**config.mk**
```make
export PLATFORM = sky130hd
export DESIGN_NAME = rtp_video_line_depacketizer
export DESIGN_NICKNAME = d
export VERILOG_FILES = /design/src/rvd_pkg.sv /design/src/rvd_seg_map.sv /design/src/rtp_video_line_depacketizer.sv
export SDC_FILE = /design/constraint.sdc
export NUM_CORES = 2
export LEC_CHECK = 0
export ABC_AREA = 0
export BUFFER_PORTS_ARGS = -buffer_cell sky130_fd_sc_hd__buf_2
export CORE_MARGIN = 1
export CORE_UTILIZATION = 40
export DETAILED_ROUTE_END_ITERATION = 10
export GPL_TIMING_DRIVEN = 1
export HOLD_SLACK_MARGIN = 0.02
export PLACE_DENSITY = 0.54
export SYNTH_ARGS = -nofsm -noshare
export SYNTH_HDL_FRONTEND = slang
export SYNTH_SLANG_ARGS = --single-unit
```
**constraint.sdc**
```tcl
create_clock -name clock -period 22.8 [get_ports clock]
set_input_delay 4.56 -clock clock [delete_from_list [all_inputs] [get_ports clock]]
set_output_delay 4.56 -clock clock [all_outputs]
set_load 0.005 [all_outputs]
```
**src/rvd_pkg.sv**
```systemverilog
// ----------------------------------------------------------------------------
// rvd_pkg
// Types and constants shared by the RTP video line depacketizer modules.
// ----------------------------------------------------------------------------
`default_nettype none

package rvd_pkg;

   // Register indexes of the configuration port
   localparam logic [1:0] CSR_V210_MODE     = 2'd0;
   localparam logic [1:0] CSR_LUMA_STRIDE   = 2'd1;
   localparam logic [1:0] CSR_CHROMA_STRIDE = 2'd2;

   localparam logic        V210_MODE_RESET     = 1'b1;
   localparam logic [15:0] LUMA_STRIDE_RESET   = 16'd5120;
   localparam logic [15:0] CHROMA_STRIDE_RESET = 16'd960;

   // 12 bits cover 2*FIELD_LINES-1 for FIELD_LINES up to 2048
   localparam int FRAME_LINE_W = 12;
   localparam int GROUPS_W     = 13;

   // offset/6 == (offset * 43691) >> 18, exact for offsets below 2^17
   localparam logic [15:0] PGROUP_RECIP = 16'd43691;
   localparam int          PGROUP_SHIFT = 18;

   // 12 bytes RTP header + 2 bytes extended sequence number
   localparam logic [16:0] PAYLOAD_BASE   = 17'd14;
   localparam logic [16:0] LINE_HDR_BYTES = 17'd6;

   localparam logic [63:0] EXT_TIME_RESET = 64'h0000_0000_FFFF_FFFF;

   typedef struct packed {
      logic                    valid;
      logic [FRAME_LINE_W-1:0] frame_line;
      logic [14:0]             pixel_offset;
      logic [GROUPS_W-1:0]     groups;
      logic [16:0]             payload_offset;
      logic [15:0]             payload_length;
   } seg_type;

endpackage

`default_nettype wire

```
**src/rvd_seg_map.sv**
```systemverilog
// ----------------------------------------------------------------------------
// rvd_seg_map
// Maps one line segment header to an interleaved frame line and pixel group.
// ----------------------------------------------------------------------------
`default_nettype none

module rvd_seg_map import rvd_pkg::*; #(
   parameter int FIELD_LINES = 540
) (
   input  wire logic        frame_open,
   input  wire logic [14:0] line,
   input  wire logic [14:0] pixel_offset,
   input  wire logic [16:0] payload_offset,
   input  wire logic [15:0] payload_length,
   output seg_type          seg
);

   localparam logic [14:0] HalfLines = 15'(FIELD_LINES);
   localparam logic [14:0] AllLines  = 15'(2 * FIELD_LINES);

   logic        in_range;
   logic        upper;
   logic [14:0] line_rel;
   logic [14:0] fl_full;
   logic [30:0] recip_prod;

   always_comb begin
      in_range = (line != 15'd0) && (line <= AllLines);
      upper    = line > HalfLines;
      line_rel = upper ? (line - HalfLines) : (line - 15'd1);
      // second field lines go to odd frame lines
      fl_full  = upper ? ((line_rel << 1) - 15'd1) : (line_rel << 1);
      recip_prod = 31'(pixel_offset) * 31'(PGROUP_RECIP);

      seg.valid          = frame_open && in_range;
      seg.frame_line     = seg.valid ? fl_full[FRAME_LINE_W-1:0] : '0;
      seg.pixel_offset   = pixel_offset;
      seg.groups         = GROUPS_W'(recip_prod >> PGROUP_SHIFT);
      seg.payload_offset = payload_offset;
      seg.payload_length = payload_length;
   end

endmodule

`default_nettype wire

```
**src/rtp_video_line_depacketizer.sv**
```systemverilog
// ----------------------------------------------------------------------------
// rtp_video_line_depacketizer
// Sequence check, frame tracking and line address generation for RTP video.
// ----------------------------------------------------------------------------
// A packet passes the item register, then the single output register, which
// emits one segment result per cycle unless rsp_stall holds it. One packet
// per cycle with one segment when unstalled; two hold off the next packet.
// Reset (synchronous): sequence, frame and loss tracking cleared, timestamp
// extension restarts, configuration returns to v210 / 5120 / 960.
`default_nettype none

module rtp_video_line_depacketizer import rvd_pkg::*; #(
   parameter int FIELD_LINES = 540
) (
   input  wire logic        clock,
   input  wire logic        reset,

   input  wire logic        req_valid,
   output logic             req_stall,
   input  wire logic [15:0] req_sequence_number,
   input  wire logic        req_marker_bit,
   input  wire logic [31:0] req_rtp_time,
   input  wire logic        req_has_second_segment,
   input  wire logic [15:0] req_first_length,
   input  wire logic        req_first_field_id,
   input  wire logic [14:0] req_first_line,
   input  wire logic [14:0] req_first_pixel_offset,
   input  wire logic [15:0] req_second_length,
   input  wire logic [14:0] req_second_line,
   input  wire logic [14:0] req_second_pixel_offset,

   output logic             rsp_valid,
   input  wire logic        rsp_stall,
   output logic             rsp_segment_valid,
   output logic [10:0]      rsp_frame_line,
   output logic [31:0]      rsp_luma_address,
   output logic [31:0]      rsp_chroma_address,
   output logic [16:0]      rsp_payload_offset,
   output logic [15:0]      rsp_payload_length,
   output logic [15:0]      rsp_lost_packets,
   output logic             rsp_discontinuity,
   output logic             rsp_frame_done,
   output logic [63:0]      rsp_presentation_time,
   output logic             rsp_last,

   input  wire logic        csr_write,
   input  wire logic [1:0]  csr_index,
   input  wire logic [15:0] csr_data
);

   // configuration
   logic        v210_mode_ff;
   logic [15:0] luma_stride_ff;
   logic [15:0] chroma_stride_ff;

   // tracking state
   logic        seq_known_ff,  seq_known_in;
   logic [15:0] exp_seq_ff,    exp_seq_in;
   logic        start_pend_ff, start_pend_in;
   logic        frame_open_ff, frame_open_in;
   logic        loss_seen_ff,  loss_seen_in;
   logic [63:0] ext_time_ff,   ext_time_in;

   // item register
   logic        a_valid_ff, a_valid_in;
   logic        a_idx_ff,   a_idx_in;
   logic        a_two_ff;
   seg_type     a_seg_ff [2];
   logic [15:0] a_lost_ff;
   logic        a_disc_ff;
   logic        a_done_ff;

   // result register
   logic        b_valid_ff, b_valid_in;
   logic        b_seg_valid_ff;
   logic [10:0] b_frame_line_ff;
   logic [31:0] b_luma_ff;
   logic [31:0] b_chroma_ff;
   logic [16:0] b_pay_off_ff;
   logic [15:0] b_pay_len_ff;
   logic [15:0] b_lost_ff;
   logic        b_disc_ff;
   logic        b_done_ff;
   logic [63:0] b_pts_ff;
   logic        b_last_ff;

   logic        accept;
   logic        b_load;
   logic        a_is_last;
   logic        mismatch;
   logic [15:0] lost;
   logic        open_now;
   logic        done;
   logic [31:0] delta;
   logic [16:0] pay_off0;
   logic [16:0] pay_off1;
   seg_type     seg0;
   seg_type     seg1;
   seg_type     cur;
   logic [27:0] luma_prod;
   logic [27:0] chroma_prod;
   logic [31:0] luma_addr;
   logic [31:0] chroma_addr;
   logic [63:0] pts;

   assign b_load    = !b_valid_ff || !rsp_stall;
   assign a_is_last = (a_idx_ff == a_two_ff);
   assign req_stall = a_valid_ff && !(b_load && a_is_last);
   assign accept    = req_valid && !req_stall;

   // --------------------------------------------------------------------
   // per-packet tracking, evaluated on the incoming transaction
   // --------------------------------------------------------------------
   always_comb begin
      mismatch = seq_known_ff && (req_sequence_number != exp_seq_ff);
      lost     = mismatch ? (req_sequence_number - exp_seq_ff) : 16'd0;
      open_now = frame_open_ff || start_pend_ff;
      done     = open_now && req_marker_bit && req_first_field_id;
      delta    = req_rtp_time - ext_time_ff[31:0];
      pay_off0 = req_has_second_segment ? (PAYLOAD_BASE + (LINE_HDR_BYTES << 1))
                                        : (PAYLOAD_BASE + LINE_HDR_BYTES);
      pay_off1 = pay_off0 + 17'(req_first_length);

      seq_known_in  = seq_known_ff;
      exp_seq_in    = exp_seq_ff;
      start_pend_in = start_pend_ff;
      frame_open_in = frame_open_ff;
      loss_seen_in  = loss_seen_ff;
      ext_time_in   = ext_time_ff;
      if (accept) begin
         seq_known_in  = 1'b1;
         exp_seq_in    = req_sequence_number + 16'd1;
         start_pend_in = req_marker_bit && req_first_field_id;
         frame_open_in = open_now && !done;
         loss_seen_in  = loss_seen_ff || mismatch;
         if (done) begin
            ext_time_in = ext_time_ff + 64'(delta);
         end
      end
   end

   rvd_seg_map #(.FIELD_LINES(FIELD_LINES)) u_map0 (
      .frame_open     (open_now),
      .line           (req_first_line),
      .pixel_offset   (req_first_pixel_offset),
      .payload_offset (pay_off0),
      .payload_length (req_first_length),
      .seg            (seg0)
   );

   rvd_seg_map #(.FIELD_LINES(FIELD_LINES)) u_map1 (
      .frame_open     (open_now),
      .line           (req_second_line),
      .pixel_offset   (req_second_pixel_offset),
      .payload_offset (pay_off1),
      .payload_length (req_second_length),
      .seg            (seg1)
   );

   always_comb begin
      a_valid_in = a_valid_ff;
      a_idx_in   = a_idx_ff;
      if (accept) begin
         a_valid_in = 1'b1;
         a_idx_in   = 1'b0;
      end else if (a_valid_ff && b_load) begin
         if (a_is_last) begin
            a_valid_in = 1'b0;
         end else begin
            a_idx_in = 1'b1;
         end
      end
   end

   // --------------------------------------------------------------------
   // address generation for the current segment
   // --------------------------------------------------------------------
   always_comb begin
      cur         = a_seg_ff[a_idx_ff];
      luma_prod   = 28'(luma_stride_ff) * 28'(cur.frame_line);
      chroma_prod = 28'(chroma_stride_ff) * 28'(cur.frame_line);
      if (!cur.valid) begin
         luma_addr   = '0;
         chroma_addr = '0;
      end else if (v210_mode_ff) begin
         luma_addr   = 32'(luma_prod) + 32'({cur.groups, 4'b0000});
         chroma_addr = '0;
      end else begin
         luma_addr   = 32'(luma_prod) + 32'(cur.pixel_offset);
         chroma_addr = 32'(chroma_prod) + 32'(cur.pixel_offset >> 1);
      end
      // ext_time_ff holds this packet's value until the next one is accepted;
      // x*300 = x*256 + x*32 + x*8 + x*4
      pts = (ext_time_ff << 8) + (ext_time_ff << 5) + (ext_time_ff << 3)
          + (ext_time_ff << 2);
   end

   assign b_valid_in = b_load ? a_valid_ff : b_valid_ff;

   always_ff @(posedge clock) begin
      if (reset) begin
         v210_mode_ff     <= V210_MODE_RESET;
         luma_stride_ff   <= LUMA_STRIDE_RESET;
         chroma_stride_ff <= CHROMA_STRIDE_RESET;
         seq_known_ff     <= 1'b0;
         exp_seq_ff       <= '0;
         start_pend_ff    <= 1'b0;
         frame_open_ff    <= 1'b0;
         loss_seen_ff     <= 1'b0;
         ext_time_ff      <= EXT_TIME_RESET;
         a_valid_ff       <= 1'b0;
         a_idx_ff         <= 1'b0;
         b_valid_ff       <= 1'b0;
      end else begin
         if (csr_write) begin
            unique case (csr_index)
               CSR_V210_MODE:     v210_mode_ff     <= csr_data[0];
               CSR_LUMA_STRIDE:   luma_stride_ff   <= csr_data;
               CSR_CHROMA_STRIDE: chroma_stride_ff <= csr_data;
               default: ;
            endcase
         end
         seq_known_ff  <= seq_known_in;
         exp_seq_ff    <= exp_seq_in;
         start_pend_ff <= start_pend_in;
         frame_open_ff <= frame_open_in;
         loss_seen_ff  <= loss_seen_in;
         ext_time_ff   <= ext_time_in;
         a_valid_ff    <= a_valid_in;
         a_idx_ff      <= a_idx_in;
         b_valid_ff    <= b_valid_in;
      end
   end

   always_ff @(posedge clock) begin
      if (accept) begin
         a_two_ff    <= req_has_second_segment;
         a_seg_ff[0] <= seg0;
         a_seg_ff[1] <= seg1;
         a_lost_ff   <= lost;
         a_disc_ff   <= loss_seen_ff || mismatch;
         a_done_ff   <= done;
      end
      if (b_load && a_valid_ff) begin
         b_seg_valid_ff  <= cur.valid;
         b_frame_line_ff <= cur.frame_line[10:0];
         b_luma_ff       <= luma_addr;
         b_chroma_ff     <= chroma_addr;
         b_pay_off_ff    <= cur.payload_offset;
         b_pay_len_ff    <= cur.payload_length;
         b_lost_ff       <= a_lost_ff;
         b_disc_ff       <= a_disc_ff;
         b_done_ff       <= a_done_ff && a_is_last;
         b_pts_ff        <= (a_done_ff && a_is_last) ? pts : 64'd0;
         b_last_ff       <= a_is_last;
      end
   end

   assign rsp_valid             = b_valid_ff;
   assign rsp_segment_valid     = b_seg_valid_ff;
   assign rsp_frame_line        = b_frame_line_ff;
   assign rsp_luma_address      = b_luma_ff;
   assign rsp_chroma_address    = b_chroma_ff;
   assign rsp_payload_offset    = b_pay_off_ff;
   assign rsp_payload_length    = b_pay_len_ff;
   assign rsp_lost_packets      = b_lost_ff;
   assign rsp_discontinuity     = b_disc_ff;
   assign rsp_frame_done        = b_done_ff;
   assign rsp_presentation_time = b_pts_ff;
   assign rsp_last              = b_last_ff;

   // --------------------------------------------------------------------
   // assertions
   // --------------------------------------------------------------------
   a_done_on_last: assert property (@(posedge clock) disable iff (reset)
      rsp_valid && rsp_frame_done |-> rsp_last)
      else $error("frame_done on a result that is not the last");

   a_invalid_zero: assert property (@(posedge clock) disable iff (reset)
      rsp_valid && !rsp_segment_valid |->
         rsp_frame_line == 11'd0 && rsp_luma_address == 32'd0 &&
         rsp_chroma_address == 32'd0)
      else $error("invalid segment carries a nonzero address");

   a_loss_sticky: assert property (@(posedge clock) disable iff (reset)
      rsp_valid && rsp_lost_packets != 16'd0 |-> rsp_discontinuity)
      else $error("lost packets reported without discontinuity");

   a_two_seg_stall: assert property (@(posedge clock) disable iff (reset)
      a_valid_ff && a_two_ff && !a_idx_ff |-> req_stall)
      else $error("new transaction taken while a first segment is pending");

   a_second_follows: assert property (@(posedge clock) disable iff (reset)
      rsp_valid && !rsp_last && !rsp_stall |=> rsp_valid)
      else $error("second segment result did not follow the first");

endmodule

`default_nettype wire

```
Word-level counts from Yosys, hierarchy flattened. Memory sizes are Yosys's and may differ from the RTL's. A register that Yosys moved wholly into a read port is not among the register bits. Index checks and enable logic that the tools add are counted.

Register bits: 331. Bits in writable memories: 148. Input port bits: 166. Output and inout bits: 194. Word-level logic and storage cells: 109. Memories kept: 1.

Memory list: a_seg_ff (depth 2, bits a word 74, rd ports 1, clocked after memory_dff 1, wr ports 2, line rtp_video_line_depacketizer.sv:68) `seg_type a_seg_ff [2];`.

$add $sub $neg: 17. Multiply operators: 4. Magnitude comparators: 4. Eq/ne operators: 4. Mux-type cells: 15. Bitwise logic cells: 2. Reduce and logical (&&, ||, !) cells: 35.

Operators with widths (number): adder 64 bit (3); adder 64 x 32 -> 64 bit (1); multiplier 15 x 16 -> 31 bit (second input constant) (2); multiplier 16 x 12 -> 28 bit (2); 2-to-1 mux 12 bit (4); subtractor 32 bit (1); greater-than comparator 15 x 10 -> 1 bit (second input constant) (2); less-or-equal comparator 15 x 11 -> 1 bit (second input constant) (2); nonzero test 15 bit (2); adder 28 x 14 -> 29 bit (1); adder 28 x 15 -> 29 bit (1); adder 28 x 17 -> 29 bit (1); 2-to-1 mux 29 bit (1); subtractor 12 x 1 -> 12 bit (second input constant) (2); 2-to-1 mux 11 bit (2); subtractor 11 x 1 -> 11 bit (second input constant) (2); subtractor 11 x 10 -> 11 bit (second input constant) (2); adder 5 x 16 -> 17 bit (1); adder 16 x 1 -> 16 bit (second input constant) (1); != test 16 bit (1); subtractor 16 bit (1); logical AND 1 bit (14); AND reduction 2 bit (6); 2-to-1 mux 1 bit (7); other kinds (10) (19).

Longest topological paths before layout.
Depth after elaboration: 9. Gate-level depth with buffers: 32. Gate-level depth less buffers: 29.

Hierarchy. From an unflattened synthesis, not the netlist that was laid out.

Cells, all modules: 5131. Area, all modules: 50056.8 um^2.

Modules (own cells, without submodules): rtp_video_line_depacketizer (instances 1, cells each 4092, area each 40903.0 um^2, sequential area each 12922.4 um^2); rvd_seg_map (u_map0) (instances 1, cells each 522, area each 4580.6 um^2, sequential area each 0.0 um^2); rvd_seg_map (u_map1) (instances 1, cells each 517, area each 4573.1 um^2, sequential area each 0.0 um^2).

Worst setup path after synthesis. No wires, ideal clock.

Path type: input to register. Start: input port rsp_stall. End: register a_disc_ff, enable pin. Setup time: 0.572 ns. Arrival: 9.527 ns. Required time: 22.228 ns. Setup slack: 12.700 ns. Cell stages on the path: 6. Path buffers: 2. Path through: nand2_1 a21boi_1 nand2b_4 inv_1 clkbuf_1 buf_1.

Longest elaborated chain between the ends: 7.

Ends and longest elaborated chain: from (decl) (line rtp_video_line_depacketizer.sv:33) `input wire logic rsp_stall,`; zero test 1 bit (line rtp_video_line_depacketizer.sv:106) `assign b_load = !b_valid_ff || !rsp_stall;`; logical OR 1 bit (line rtp_video_line_depacketizer.sv:106); logical AND 1 bit (line rtp_video_line_depacketizer.sv:108) `assign req_stall = a_valid_ff && !(b_load && a_is_last);`; zero test 1 bit (line rtp_video_line_depacketizer.sv:108); logical AND 1 bit (line rtp_video_line_depacketizer.sv:108); net req_stall (line rtp_video_line_depacketizer.sv:19) `output logic req_stall,`; zero test 1 bit (line rtp_video_line_depacketizer.sv:109) `assign accept = req_valid && !req_stall;`; logical AND 1 bit (line rtp_video_line_depacketizer.sv:109); to (signal assigned) (line rtp_video_line_depacketizer.sv:241) `a_disc_ff <= loss_seen_ff || mismatch;`; to (decl) (line rtp_video_line_depacketizer.sv:70) `logic a_disc_ff;`.

The timed path passes the listed nets, and every way through them passes these cells. A chain may end at the register's enable or synchronous reset.

Worst setup path after layout.
Start: input port req_rtp_time[0]. End: register ext_time_ff[59].

Longest elaborated chain between the ends: 2.

Ends and longest elaborated chain: from (decl) (line rtp_video_line_depacketizer.sv:22) `input wire logic [31:0] req_rtp_time,`; subtractor 32 bit (line rtp_video_line_depacketizer.sv:119) `delta = req_rtp_time - ext_time_ff[31:0];`; adder 64 x 32 -> 64 bit (line rtp_video_line_depacketizer.sv:137) `ext_time_in = ext_time_ff + 64'(delta);`; to (signal assigned) (line rtp_video_line_depacketizer.sv:228) `ext_time_ff <= ext_time_in;`; to (decl) (line rtp_video_line_depacketizer.sv:62) `logic [63:0] ext_time_ff, ext_time_in;`.

Every way passes these cells.

==> impl_metrics.json <==
{
  "status": "finished, final reports clean",
  "drv_cap": 0,
  "timing.final.crit_share": 0.437,
  "die_h_um": 349,
  "io_buffers": 351,
  "hold-path-cell-count": 0,
  "drc": 0,
  "dr.pass1.iters": 5,
  "clock_sink_count": 453,
  "synthFlopType": "edfxtp_1",
  "grt_pass1_vias": 35529,
  "startpoint_type": "input port",
  "die_area_um2": 122000,
  "cts_tree": "yes",
  "core_um2": 119000,
  "start_util": 0.406,
  "fillers": 11647,
  "cts_resized": 0,
  "syn_inst": 4864,
  "hold_path.class": "reg2reg",
  "multiInputGateArea_um2": 32600,
  "ys_seq_area_frac": 0.258,
  "synth_edf_count": 334,
  "crit_required_ns": 23.33,
  "avgSynthCellArea_um2": 9.88,
  "cts_setup_buffers": 0,
  "place.gp.congestion": 0.885,
  "ir_drop_v": 0.0000654,
  "clockBufferDepth": 3,
  "yosys.cell_types.count": 104,
  "end_kind": "flop",
  "worstReg2RegEnd": "rsp_luma_address[22]",
  "min_from": "a_lost_ff[12]",
  "finalWirelength_um": 122000,
  "startpoint": "req_rtp_time[0]",
  "grt_use_total": 0.204,
  "fin_setup_tns_ns": 0,
  "post_drt_wl_per_cell_um": 18.0,
  "hold_viol": 0,
  "rsz0062_at_grt": "false",
  "antenna_found_initial": 16,
  "root_buffer": "clkbuf_16",
  "final-seq-area_um2": 12400,
  "path_class": "in2reg",
  "leakagePower_nw": 24.2,
  "fin_skew_ns": 0.0248,
  "ctsHtreeMaxLevel": 2,
  "final_common_cell": "inv_1",
  "regToRegSetupSlack_ns": 14.30,
  "fin_nets": 6367,
  "vias_per_cell": 5.11,
  "rows": 126,
  "p_per_area_nw_per_um2": 73.6,
  "io_pins": 360,
  "netlist_area_um2": 48100,
  "ant_nets": 0,
  "finalCriticalPeriod_ns": 9.97,
  "ys_ff_latch": 453,
  "dieWidth_um": 349,
  "vias": 34662,
  "fmaxAchievable_ghz": 0.100,
  "post-route-util": 0.450,
  "holdPathEnd": "rsp_lost_packets[12]",
  "tightest_slew_ns": 1.21,
  "hold_buffers": 0,
  "async_flop_share": 0,
  "r2r_cells": 23,
  "yosys_warnings": 0,
  "final_cell_mix": "inv_1 (654), fa_1 (540), ha_1 (533)",
  "setup_viol": 0,
  "hpwl_um": 96200,
  "path_clk_slew_ns": 0.06,
  "synthToLayoutAreaGrowth_pct": 10.9,
  "grt_max_degree": 66,
  "drtIter0Drc": 1652,
  "grt-ovfl-total": 0,
  "slew_headroom": 0.194,
  "cp_max_fo": 15,
  "cp.arrival_ns": 10.50,
  "drive_above_1_share": 0.112,
  "grt_pass1_wl_um": 196000,
  "clock_latency_ns": 0.67,
  "cts-buffers-inserted": 57,
  "drv_slew": 0
}
==> kinds of logic after synthesis <==
logic type      count (synthesis)  synth area share
other cells                     1         0.0000780
simple gates                 1366             0.137
flops                         453             0.258
mux                            73            0.0168
fa+ha+maj                    1073             0.364
xor+xnor                      293            0.0540
buf+inv                       828            0.0654
compound gates                777             0.105
==> layer usage <==
layer | share of wire | track usage | vias to the layer above | routed length, um
li1 | - | - | 16825 | -
met1 | 0.46 | 0.279 | 17144 | 56400
met2 | 0.46 | 0.332 | 546 | 56700
met3 | 0.052 | 0.0427 | 129 | 6320
met4 | 0.020 | 0.0443 | 18 | 2390
met5 | 0.00085 | 0 | - | 103
==> through the flow <==
stage                     area [um^2]  setup WS [ns]  std cells  hold slack (ns)  total power, mW
after floorplan                 48100          12.70       4871            0.400             2.52
after global placement          51400          12.22       6669            0.401             2.98
after detailed placement        51400          12.25       6669            0.406             2.98
after CTS                       53300          12.91       6776            0.418             3.99
after global routing            53300          12.43       6778            0.425             4.30
final                           53300          12.83       6779            0.419             3.93
==> cell type report <==
class	instances	area share
multi-input combinational	3590	0.611
tap	1600	0.0375
inverter	655	0.0462
clock buffer	75	0.0300
clock inverter	32	0.00692
sequential	453	0.233
antenna	3	0.000141
timing repair buffer	371	0.0358
==> cell usage after synthesis, drive strengths merged (7+ instances only) <==
master / n / area (um^2)
dfxtp: 119 / 2380
o2111ai: 7 / 61.3
a211o: 7 / 61.3
a2111oi: 7 / 67.6
fa: 540 / 10800
buf: 15 / 91.3
o21bai: 30 / 225
o22ai: 12 / 88.8
nor3b: 14 / 105
edfxtp: 334 / 10000
o31ai: 19 / 148
o21a: 40 / 300
and2: 172 / 1080
nor4: 17 / 146
xnor2: 193 / 1710
clkbuf: 158 / 593
ha: 533 / 6670
and3: 39 / 244
nand3: 66 / 353
nor2: 323 / 1210
a21oi: 265 / 1330
or3: 22 / 143
a31oi: 24 / 156
mux2: 59 / 668
a21o: 94 / 707
a211oi: 44 / 345
nor3: 67 / 347
nor2b: 37 / 231
xor2: 99 / 867
o21ai: 122 / 611
o211ai: 40 / 319
a21boi: 10 / 75.1
nand2: 481 / 1810
nand4: 40 / 256
mux2i: 14 / 140
nand2b: 38 / 245
nand3b: 10 / 87.6
inv: 655 / 2460
or2: 13 / 81.3
==> worst max path at each step <==
stage,to,slack (ns)
final,ext_time_ff[59],12.83
after global routing,ext_time_ff[41],12.43
after CTS,ext_time_ff[49],12.91
after detailed placement,ext_time_ff[49],12.25
after global placement,ext_time_ff[41],12.22
after floorplan,a_disc_ff,12.70
==> where the power goes <==
part	leakage [nW]	switching [mW]	internal, mW
Combinational	19.0	1.08	0.842
Sequential	4.22	0.0347	1.00
Clock	0.933	0.399	0.563
==> state kept, by name, indices dropped and copies added, names as in the netlist, 11 cells and up, named ones only <==
| signal | count |
|---|---|
| chroma_stride_ff | 16 |
| rsp_luma_address | 29 |
| a_seg_ff | 132 |
| rsp_frame_line | 11 |
| rsp_presentation_time | 62 |
| rsp_chroma_address | 29 |
| luma_stride_ff | 16 |
| exp_seq_ff | 16 |
| rsp_payload_offset | 17 |
| a_lost_ff | 16 |
| rsp_payload_length | 16 |
| rsp_lost_packets | 16 |
| ext_time_ff | 62 |
==> critical path: stages <==
cell      delay, ns
buf_2          0.10
inv_1          0.08
ha_1           0.24
inv_1          0.08
fa_1           0.45
a211oi_1       0.36
o21ai_1        0.17
a41oi_1        0.45
o21ai_1        0.18
a311oi_2       0.45
o21ai_0        0.22
a21o_1         0.21
a21oi_1        0.16
xnor2_1        0.15
ha_1           0.31
and3_1         0.19
nand2_1        0.06
o31ai_1        0.09
o31ai_1        0.35
a31oi_2        0.21
a211oi_2       1.03
nor3_1         0.15
xnor2_1        0.19
nor2_1         0.06
(Power assumes the default switching activity.)
